===== config.mk =====
export PLATFORM = sky130hd
export DESIGN_NAME = tcgr_ctrl
export DESIGN_NICKNAME = d
export VERILOG_FILES = /design/src/rtl/core/text_cursor_glyph_renderer_macros.svh /design/src/rtl/core/tcgr_pkg.sv /design/src/rtl/core/tcgr_ctrl.sv
export SDC_FILE = /design/constraint.sdc
export NUM_CORES = 1
export LEC_CHECK = 0
export BUFFER_PORTS_ARGS = -buffer_cell sky130_fd_sc_hd__clkbuf_2
export CAP_MARGIN = 40
export CORE_AREA = 8 8 45 47
export CTS_CLUSTER_DIAMETER = 40
export DETAILED_ROUTE_END_ITERATION = 10
export DIE_AREA = 0 0 53 55
export PLACE_DENSITY = 0.47
export SLEW_MARGIN = 20
export SYNTH_ARGS = -nofsm -noshare
export SYNTH_HDL_FRONTEND = slang
export SYNTH_SLANG_ARGS = --single-unit

===== constraint.sdc =====
create_clock -name clk_i -period 1.2 [get_ports clk_i]
set_clock_uncertainty 0.1 [all_clocks]
set_input_delay 0.06 -clock clk_i [delete_from_list [all_inputs] [get_ports clk_i]]
set_output_delay 0.06 -clock clk_i [all_outputs]
set_load 0.01 [all_outputs]

===== src/rtl/core/text_cursor_glyph_renderer_macros.svh =====
// Assertion macros used by the glyph renderer datapath RTL.
`ifndef TEXT_CURSOR_GLYPH_RENDERER_MACROS_SVH
`define TEXT_CURSOR_GLYPH_RENDERER_MACROS_SVH

`ifndef SYNTHESIS
// Same-cycle implication.
`define TCGR_ASSERT_IMPL(label, clk, rst_n, ante, cons, msg) \
  label: assert property (@(posedge clk) disable iff (!rst_n) (ante) |-> (cons)) \
    else $error(msg);
// Next-cycle implication.
`define TCGR_ASSERT_NEXT(label, clk, rst_n, ante, cons, msg) \
  label: assert property (@(posedge clk) disable iff (!rst_n) (ante) |=> (cons)) \
    else $error(msg);
`else
`define TCGR_ASSERT_IMPL(label, clk, rst_n, ante, cons, msg)
`define TCGR_ASSERT_NEXT(label, clk, rst_n, ante, cons, msg)
`endif

`endif


===== src/rtl/core/tcgr_pkg.sv =====
// Package: field widths, codes, defaults and control types of the glyph renderer.
`timescale 1ns / 1ps

package tcgr_pkg;

  // Payload field widths
  localparam int ACTION_W = 1;
  localparam int CODE_W   = 8;
  localparam int COLOR_W  = 8;
  localparam int FADDR_W  = 12;
  localparam int FBYTE_W  = 8;
  localparam int ADDR_W   = 19;

  // Configuration register widths
  localparam int COL_W    = 7;
  localparam int ROW_W    = 5;
  localparam int PITCH_W  = 10;
  localparam int PDATA_W  = 32;
  localparam int PADDR_W  = 4;
  localparam int REGIDX_W = 2;

  // Parameter defaults
  localparam int GLYPH_ROWS_DEF  = 16;
  localparam int CELL_WIDTH_DEF  = 9;
  localparam int FONT_GLYPHS_DEF = 256;

  // Register reset values
  localparam logic [COL_W-1:0]   COLUMNS_RST    = 7'd71;
  localparam logic [ROW_W-1:0]   ROWS_RST       = 5'd30;
  localparam logic [PITCH_W-1:0] LINE_PITCH_RST = 10'd800;

  // Register indexes
  localparam logic [REGIDX_W-1:0] REG_COLUMNS    = 2'd0;
  localparam logic [REGIDX_W-1:0] REG_ROWS       = 2'd1;
  localparam logic [REGIDX_W-1:0] REG_LINE_PITCH = 2'd2;

  // Codes
  localparam logic [ACTION_W-1:0] ACT_CHAR   = 1'b0;
  localparam logic [ACTION_W-1:0] ACT_FONT   = 1'b1;
  localparam logic [CODE_W-1:0]   CH_NEWLINE = 8'd10;
  localparam logic [CODE_W-1:0]   CH_RETURN  = 8'd13;

  typedef enum logic [1:0] {
    S_IDLE,
    S_SETUP,
    S_DRAW
  } tcgr_state_e;

  // Controller to datapath
  typedef struct packed {
    logic font_wr;
    logic latch;
    logic setup;
    logic emit;
    logic newline;
    logic cret;
    logic advance;
  } tcgr_cmd_t;

  // Datapath to controller
  typedef struct packed {
    logic is_font;
    logic is_nl;
    logic is_cr;
    logic row_last;
    logic out_free;
  } tcgr_stat_t;

endpackage


===== src/rtl/core/tcgr_ctrl.sv =====
// Controller: sequences font writes, cursor moves and the GLYPH_ROWS row writes of a glyph.
`timescale 1ns / 1ps

module tcgr_ctrl import tcgr_pkg::*; (
  input  logic       clk_i,
  input  logic       rst_ni,
  input  logic       in_valid_i,
  output logic       in_ready_o,
  input  tcgr_stat_t stat_i,
  output tcgr_cmd_t  cmd_o
);

  tcgr_state_e state_q, state_d;

  always_ff @(posedge clk_i or negedge rst_ni) begin
    if (!rst_ni) begin
      state_q <= S_IDLE;
    end else begin
      state_q <= state_d;
    end
  end

  always_comb begin
    state_d    = state_q;
    cmd_o      = '0;
    in_ready_o = 1'b0;
    unique case (state_q)
      S_IDLE: begin
        in_ready_o = 1'b1;
        if (in_valid_i) begin
          if (stat_i.is_font) begin
            cmd_o.font_wr = 1'b1;
          end else if (stat_i.is_nl) begin
            cmd_o.newline = 1'b1;
          end else if (stat_i.is_cr) begin
            cmd_o.cret = 1'b1;
          end else begin
            cmd_o.latch = 1'b1;
            state_d     = S_SETUP;
          end
        end
      end
      S_SETUP: begin
        cmd_o.setup = 1'b1;
        state_d     = S_DRAW;
      end
      S_DRAW: begin
        // one row word per cycle while the output register is free
        if (stat_i.out_free) begin
          cmd_o.emit = 1'b1;
          if (stat_i.row_last) begin
            cmd_o.advance = 1'b1;
            state_d       = S_IDLE;
          end
        end
      end
      default: begin
        state_d = S_IDLE;
      end
    endcase
  end

endmodule


# == Yosys cells after proc, flatten, opt, wreduce, memory -nomap -nowiden ==
# Cells that the tools add are included.
# classes
n_addsub,0
multipliers,0
n_div,0
magnitude_cmp,0
eq_ne,8
shifts,0
n_mux,26
bitwise_logic,0
n_reduce_logical,2
# ops
op,n
$mux W2,11
$mux W1,14
$ne A2 B2 Y1 const B,6
$pmux W2 S3,1
$reduce_and A6 Y1,1
$eq A2 B1 Y1 const B,1
$eq A2 B2 Y1 const B,1
$logic_not A2 Y1,1
# word_totals
regBits,2
latchBits,0
ram_bits,0
rom_bits,0
output_inout_bits,8
word_cells,37
mem_count,0

# == Depth between registers and ports, before layout ==
# Gate-level depths: netlist of the first run.
# depth
depth_word,5
mapped_depth,2
depth_no_buf,2

# == Worst setup path before layout of the first run ==
# No wires, ideal clock.
# synth_timing
kind,register to output
start,register state_q[1]
end,output port cmd_o[5] in the netlist's numbering
arrival_time_ps,1216
required_ps,1040
setup_slack_ps,-176
stages_incl_launch_ff,3
path_cell_list,dfrtp_1 or4b_4 nor3_1
# synth_rtl
element,line,text
start: declaration,tcgr_ctrl.sv:13,"tcgr_state_e state_q, state_d;"
start signal: assignment,tcgr_ctrl.sv:19,state_q <= state_d;
end: declaration,tcgr_ctrl.sv:10,output tcgr_cmd_t cmd_o

==> results of run 1 <==
-- placed cells by master, fill, tap and decap left out --
cell	n
nor2b_4	1
nor3_2	2
or4b_4	1
buf_2	3
and2_4	1
a21o_1	1
and2b_1	1
and3_4	1
dlygate4sd3_1	2
nor2_1	2
inv_1	1
nor3b_4	1
nand2_1	1
buf_6	7
clkbuf_2	8
clkbuf_4	3
buf_4	6
dfrtp_1	2
and4bb_2	1
-- final timing paths --
path,from,endpoint,slack [ns],cells past startpoint
min in group asynchronous,rst_ni,state_q[1],0.07,2
worst max-delay path,state_q[0],cmd_o[1],-0.43,3
max in group asynchronous,rst_ni,state_q[0],0.82,2
worst min register to register,state_q[1],state_q[0],0.58,3
worst max register to register,state_q[0],state_q[1],-0.19,8
worst min-delay path,stat_i[3],state_q[0],0.02,2
-- repair_timing --
item,4_1_cts,5_1_grt
endpoints found under the hold margin,3,0
setup endpoints to repair,8,10
hold buffers,2,0
pin swaps,3,2
setup buffers,5,3
gates resized for setup,5,15
-- cells by family after synthesis --
| kind of cell | count (synthesis) | share of synthesized area |
|---|---|---|
| AO/OA/AOI/OAI | 1 | 0.0509 |
| AND/OR/NAND/NOR | 12 | 0.585 |
| flip-flops | 2 | 0.339 |
| buffers and inverters | 1 | 0.0254 |
-- routing by layer --
metal,global-route usage,vias up,part of all wire
met5,0,-,0
met4,0.0388,0,0.0064
met3,0.0588,2,0.19
met2,0.0527,16,0.32
met1,0.0774,110,0.48
li1,-,116,-
-- final cells by class --
type,count,area (µm²),area share
repair buffers,26,199,0.473
well taps,16,20.0,0.0476
multi-input cells,13,125,0.298
inverters,1,3.75,0.00893
clock buffers,3,22.5,0.0536
flip-flops and latches,2,50.0,0.119
-- power breakdown --
group          total [mW]  switching [mW]  internal, mW  leakage, nW
sequential         0.0754         0.00273        0.0726       0.0272
combinational       0.129          0.0512        0.0779        0.188
clock               0.145          0.0349         0.110       0.0138
total               0.349          0.0888         0.261        0.229
==> run metrics, run 1 <==
max-slew violations=0; WP data arrival=1.47 ns; Die Area=2920 µm²; Mapped Cells=16; critical path fanouts, max=4; Synth Warn #=0; crit path launch type=register; first-pass GRT wire length=1.20 mm; worst hold slack=0.0173 ns; detailed-route DRC error count=0; Rows=14; top flop regs=state_q: 2 flops; Iter 0 DRT Violations=3; ANT nets after route=0; design area=420 µm²; # clock sinks=2; Synth Area per Inst=9.23 µm²; Worst slew margin=0.894; CP Class=reg2out; Routed WL=781 µm; H-Tree Depth=1; GRT Total Usage=0.0595; Largest Register=state_q; I/O pin count=16; Bufs on Longest Clock Path=2; share of cells above drive strength 1=0.778; Pleak=~0.23 nW; DIE WIDTH=53 µm; fin cells=a little over 60; area leader, netlist=dfrtp_1; sequential area share after synthesis=0.339; Post-Syn Nets=24; max-cap violations=0; Core Area=~1400 µm²; ranking of synthesized cells by area=dfrtp_1, or4b_4, and4bb_2; synth unique cells=13; setup TNS=-3.33 ns; Root Buffer=clkbuf_4; FFs w/ async S/R, synth=1.00; pre-CTS setup slack=-0.205 ns; Synth top area share=0.339; Final setup viols=10; GR Overflow Total=0; Num CTS Buffers=3; Tot Pwr=~0.35 mW; routed vias=244; initial antenna violation count=0; final RePlAce weighted congestion=between 0.6 and 0.7; max FFs per register=2; Area Overhead vs Synth=185%; failing checks=setup timing; Initial Util=0.107; Buffers & Inverters on Critical Path=1; cell chain of the critical path=or4b_4 -> nor3b_4 -> buf_2; fill count=between 150 and 200; PD cells=831 nW/µm²; post-layout worst setup margin=-0.434 ns; vias in the first global route=259; required time of the critical path=1.04 ns; Die H=~55 µm; min cycle time layout=around 1.6 ns; Crit path max-delay family=simple AND/OR/NAND/NOR gates; Min-Delay Path Class=in2reg; final core utilization=0.304; Worst-Margin Slew=0.159 ns; CTS tree=built; Synth Flop Type=dfrtp_1; pin count of the biggest net entering global routing=5; antenna cells=0; Yosys reg bits=2; Placed Cells=50; placed cell areas=around 280 µm²; endpoints failing hold=0; layout net count=55; port bufs=15; status=finished, violations left; most frequent cells after synthesis=dfrtp_1, nor2_1, nor3_1; number of flops mapped to enable cells by yosys=0; RSZ-0062 raised after global routing=true; routed len/inst=12.8 µm; 1st-pass router iterations=2; crit-path max cell delay=0.56 ns; clk_lat worst skew=0.22 ns; via/cell ratio=around 4; crit share post-route=1.36; Crit-path slowest cell=or4b_4; Clock Pin Slew Worst Setup and Hold Paths=~0.030 ns; Mapped Area=around 150 µm²; kind of end point of the critical path=primary output; VDD IR max=around 0.00037 V; fmax=612 MHz
Power figures use the tool's default switching activity.
==> inputs of run 2 (changes only) <==
ABC_AREA = 1   (was not set)
PLACE_DENSITY = 0.48   (was 0.47)
==> run metrics, run 2 <==
grt met1 use=0.0350; layout net count=59; CTS tree=built; most frequent cells after synthesis=nor2_1, nand2_1, inv_1; WP data arrival=1.07 ns; PD cells=1010 nW/µm²; top flop regs=state_q: 2 flops; routed len/inst=7.94 µm; grt met2 use=0.0547; DIE WIDTH=53 µm; Iter 0 DRT Violations=1; critical path fanouts, max=3; antenna cells=0; most frequent cells in the layout=clkbuf_2, nand2_1, inv_1, nor2_1, buf_2; share of cells above drive strength 1=0.592; synth unique cells=9; post-DP HPWL=432 µm; Post-Syn Nets=35; ANT nets after route=0; number of flops mapped to enable cells by yosys=0; Largest Register=state_q; Rows=14; Mapped Cells=27; max FFs per register=2; area leader, netlist=dfrtp_1; crit share post-route=1.02; H-Tree Depth=1; Yosys reg bits=2; Die Area=~2900 µm²; crit path launch type=register; initial antenna violation count=0; 1st-pass router iterations=3; via/cell ratio=roughly 3.4; Worst-Margin Slew=0.120 ns; GRT Total Usage=0.0399; Min-Delay Path Class=in2reg; Synth Area per Inst=5.89 µm²; port bufs=15; I/O pin count=16; clk_lat worst skew=around 0.22 ns; detailed-route DRC error count=0; Placed Cells=58; CP Class=reg2out; Die H=roughly 55 µm; Area Overhead vs Synth=104%; RR Endpoint=state_q[0]; Pleak=0.193 nW; worst-case reg-to-reg path depth=4; max-slew violations=0; Routed WL=~520 µm; Core Area=around 1400 µm²; placed cell areas=254 µm²; # clock sinks=2; vias in the first global route=213; Synth Warn #=0; status=finished, violations left; Mapped Area=between 150 and 200 µm²; max-cap violations=0; design area=324 µm²; Worst R2R Setup Slack=0.20 ns; routed vias=222; Initial Util=0.115; fmax=815 MHz; required time of the critical path=1.04 ns; Final setup viols=2; pin count of the biggest net entering global routing=5; final RePlAce weighted congestion=0.626; ranking of synthesized cells by area=dfrtp_1, nor2_1, nand2_1; Synth Flop Type=dfrtp_1; pre-CTS setup slack=around 0.16 ns; Synth top area share=0.315; VDD IR max=0.000620 V; kind of end point of the critical path=primary output; grt met3 use=0.0348; fin cells=65; post-layout worst setup margin=-0.0276 ns; layer with the highest usage=met2; critical hold path startpoint=stat_i[1]; Root Buffer=clkbuf_4; first-pass GRT wire length=slightly below 800 µm; Worst setup startpoint=state_q[1]; commonest non-fill, non-tap cell in the layout=clkbuf_2; failing checks=setup timing; Clock Pin Slew Worst Setup and Hold Paths=around 0.030 ns; FFs w/ async S/R, synth=1.00; sequential area share after synthesis=0.315; RSZ-0062 raised after global routing=true; Num CTS Buffers=3; Worst slew margin=0.920; Bufs on Longest Clock Path=2; Critical R2R Launch=state_q[1]; GR Overflow Total=0; endpoints failing hold=0; min cycle time layout=1.23 ns; most common cell in the synthesized netlist=nor2_1; crit path capture=cmd_o[5]
## run 2: changes by cell type after synthesis, moves of 2 or more
cell,change
inv_1,+4
nand2_1,+5
nand3_1,+2
nor2_1,+6
nor3_1,-2
## run 2: final cells by class
class	count	area (µm²)
clock buffers	3	22.5
fillers	160	1060
inverters	6	22.5
multi-input cells	19	93.8
flip-flops and latches	2	51.3
well taps	16	20.0
repair buffers	19	114
## run 2: critical path, stage by stage, from the launching register on
cell and delay (ns):
dfrtp_2 0.41, nor2_4 0.14, nand2_2 0.08, nor2_2 0.08, buf_2 0.13
## run 2: how the worst min path moves through the flow
stage                       to  slack (ns)  cells after the start
detailed placement  state_q[1]       -0.25                      1
CTS                 state_q[0]      -0.003                      4
finish              state_q[1]        0.02                      4
global route        state_q[1]        0.05                      4
global placement    state_q[1]       -0.25                      1
floorplan           state_q[0]       -0.34                      0
## run 2: cells by family (layout without fill, tap and decap cells)
kind of cell	after synthesis	after routing	synth area share
buffers and inverters	6	28	0.142
flip-flops	2	2	0.315
AND/OR/NAND/NOR	19	19	0.543
## run 2: layer usage
metal  vias to the layer above  wire, µm
li1                        121         -
met1                        89       206
met2                        10       247
met4                         0         6
met5                         -         0
met3                         2        55
## run 2: through the flow
step / utilization / hold slack, ns / power [mW] / setup TNS [ns]
after floorplan: - / -0.336 / 0.120 / 0
after global placement: 0.184 / -0.253 / 0.154 / 0
after detailed placement: 0.184 / -0.252 / 0.155 / 0
after CTS: 0.218 / -0.00267 / 0.320 / -0.180
after global routing: 0.234 / 0.0536 / 0.361 / -0.423
final: 0.234 / 0.0212 / 0.328 / -0.0533
## run 2: power breakdown
group	switching, mW	internal [mW]	total, mW	leakage (nW)
Sequential	0.00471	0.0735	0.0782	0.0256
Combinational	0.0497	0.0527	0.102	0.154
Clock	0.0373	0.110	0.147	0.0138
Total	0.0916	0.236	0.328	0.193
## run 2: what timing repair did
action	in CTS	in global routing
buffers inserted	2	1
gates resized for setup	0	11
hold buffers	1	0
endpoints found under the setup margin	4	7
endpoints found under the hold margin	3	0
pin swaps	2	1
gates cloned	0	0
==> inputs of run 3 (changes only) <==
GPL_TIMING_DRIVEN = 0   (was not set)
PLACE_DENSITY = 0.47   (was 0.48)
clock period = 1.4 ns   (was 1.2 ns; I/O delays follow)
==> run metrics, run 3 (same netlist as run 2, synthesis figures left out) <==
sequential power share=0.263; Iter 0 DRT Violations=1; status=finished clean; net switching power=approximately 0.074 mW; Rows=14; sequential cell area=50.0 µm²; Initial Util=0.115; hold buffers post-CTS=1; share of cells above drive strength 1=0.478; 1st-pass router iterations=2; clock power share=0.490; routed len/inst=8.05 µm; clk_lat worst skew=0.22 ns; GR Overflow Total=0; Final setup viols=0; crit-path max cell delay=0.42 ns; CP Class=reg2out; sw frac=0.285; CTS tree=built; Worst-Margin Slew=0.186 ns; Largest Register=state_q; DIE WIDTH=53 µm; ANT nets after route=0; max-slew violations=0; Root Buffer=clkbuf_4; post-layout worst setup margin=0.128 ns; detailed-route DRC error count=0; crit path launch type=register; layout net count=56; fmax=786 MHz; crit share post-route=0.909; Clock Pin Slew Worst Setup and Hold Paths=0.03 ns; top flop regs=state_q: 2 flops; CTS resizes=0; via/cell ratio=3.44; setup TNS=0 ns; Pleak=0.176 nW; H-Tree Depth=1; Num CTS Buffers=3; Min-Delay Path Class=in2reg; cell chain of the critical path=nor2_4 -> nand2_2 -> nor2_1 -> clkbuf_2; Placed Cells=58; critical path fanouts, max=4; WP data arrival=1.10 ns; setup bufs post-CTS=0; min cycle time layout=~1.3 ns; pin count of the biggest net entering global routing=5; Die Area=2920 µm²; vias in the first global route=224; initial antenna violation count=0; endpoints failing hold=0; Routed WL=499 µm; post-DP HPWL=441 µm; pre-CTS setup slack=0.350 ns; Worst slew margin=0.876; I/O pin count=16; PD cells=907 nW/µm²; fin cells=62; port bufs=15; max-cap violations=0; most frequent cells in the layout=clkbuf_2, nor2_1, nand2_1; first-pass GRT wire length=814 µm; P_int=0.186 mW; Area Overhead vs Synth=80.3%; Die H=55 µm; GRT Total Usage=0.0410; final core utilization=0.207; Crit-path slowest cell=dfrtp_1; required time of the critical path=about 1.2 ns; antenna cells=0; Logic pwr share=0.247; commonest non-fill, non-tap cell in the layout=clkbuf_2; # clock sinks=2; kind of end point of the critical path=primary output; VDD IR max=0.000199 V; max FFs per register=2; routed vias=213; Core Area=approximately 1400 µm²; Bufs on Longest Clock Path=2; RSZ-0062 raised after global routing=false; fill count=171; final RePlAce weighted congestion=around 0.63; area of the multi-input gates=around 86 µm²
run 3: cell types whose count changed in the layout (fill, tap and decap cells not counted):
cell | previous run | this run
buf_2 | 5 | 0
buf_4 | 3 | 0
buf_6 | 1 | 0
clkbuf_2 | 9 | 15
dfrtp_1 | 1 | 2
dfrtp_2 | 1 | 0
nor2_1 | 5 | 8
nor2_2 | 4 | 1
run 3: final timing paths:
| path | from | to | slack (ns) | cells past startpoint |
|---|---|---|---|---|
| min | stat_i[2] | state_q[0] | 0.01 | 4 |
| min in group asynchronous | rst_ni | state_q[1] | 0.07 | 2 |
| max reg2reg | state_q[1] | state_q[0] | 0.49 | 3 |
| max in group asynchronous | rst_ni | state_q[0] | 1.03 | 2 |
| min reg2reg | state_q[0] | state_q[0] | 0.48 | 3 |
| max | state_q[1] | cmd_o[1] | 0.13 | 4 |
run 3: layer usage:
metal	up-vias	track usage	share of wire
met5	-	0	0
met4	0	0.0517	0.012
met3	2	0.0267	0.13
met2	8	0.0547	0.49
met1	87	0.0380	0.36
li1	116	-	-
run 3: worst max-delay path, delay by kind of cell, from the launching register on:
family / cells / cell delay, ns
and+or+nand+nor: 3 / 0.32
buffers and inverters: 1 / 0.13
DFF: 1 / 0.42
run 3: area by class of cell:
type,count,share of cell area
multi-input cells,19,0.301
repair buffers,16,0.297
flip-flops and latches,2,0.175
clock buffers,3,0.0786
inverters,6,0.0786
well taps,16,0.0699
run 3: stage by stage:
stage / total power [mW] / instance area (µm²) / hold slack [ns]
2_1_floorplan: 0.103 / 159 / -0.326
3_3_place_gp: 0.132 / 254 / -0.242
3_5_place_dp: 0.133 / 254 / -0.240
4_1_cts: 0.270 / 287 / 0.00785
5_1_grt: 0.282 / 287 / 0.0314
6_report: 0.260 / 287 / 0.0138
run 3: power by group through the flow:
stage,registers [mW],logic (mW),clock network [mW]
after floorplan,0.0684,0.0343,0
after global placement,0.0689,0.0634,0
after detailed placement,0.0689,0.0637,0
after CTS,0.0684,0.0661,0.136
after global routing,0.0693,0.0730,0.139
final,0.0683,0.0643,0.127
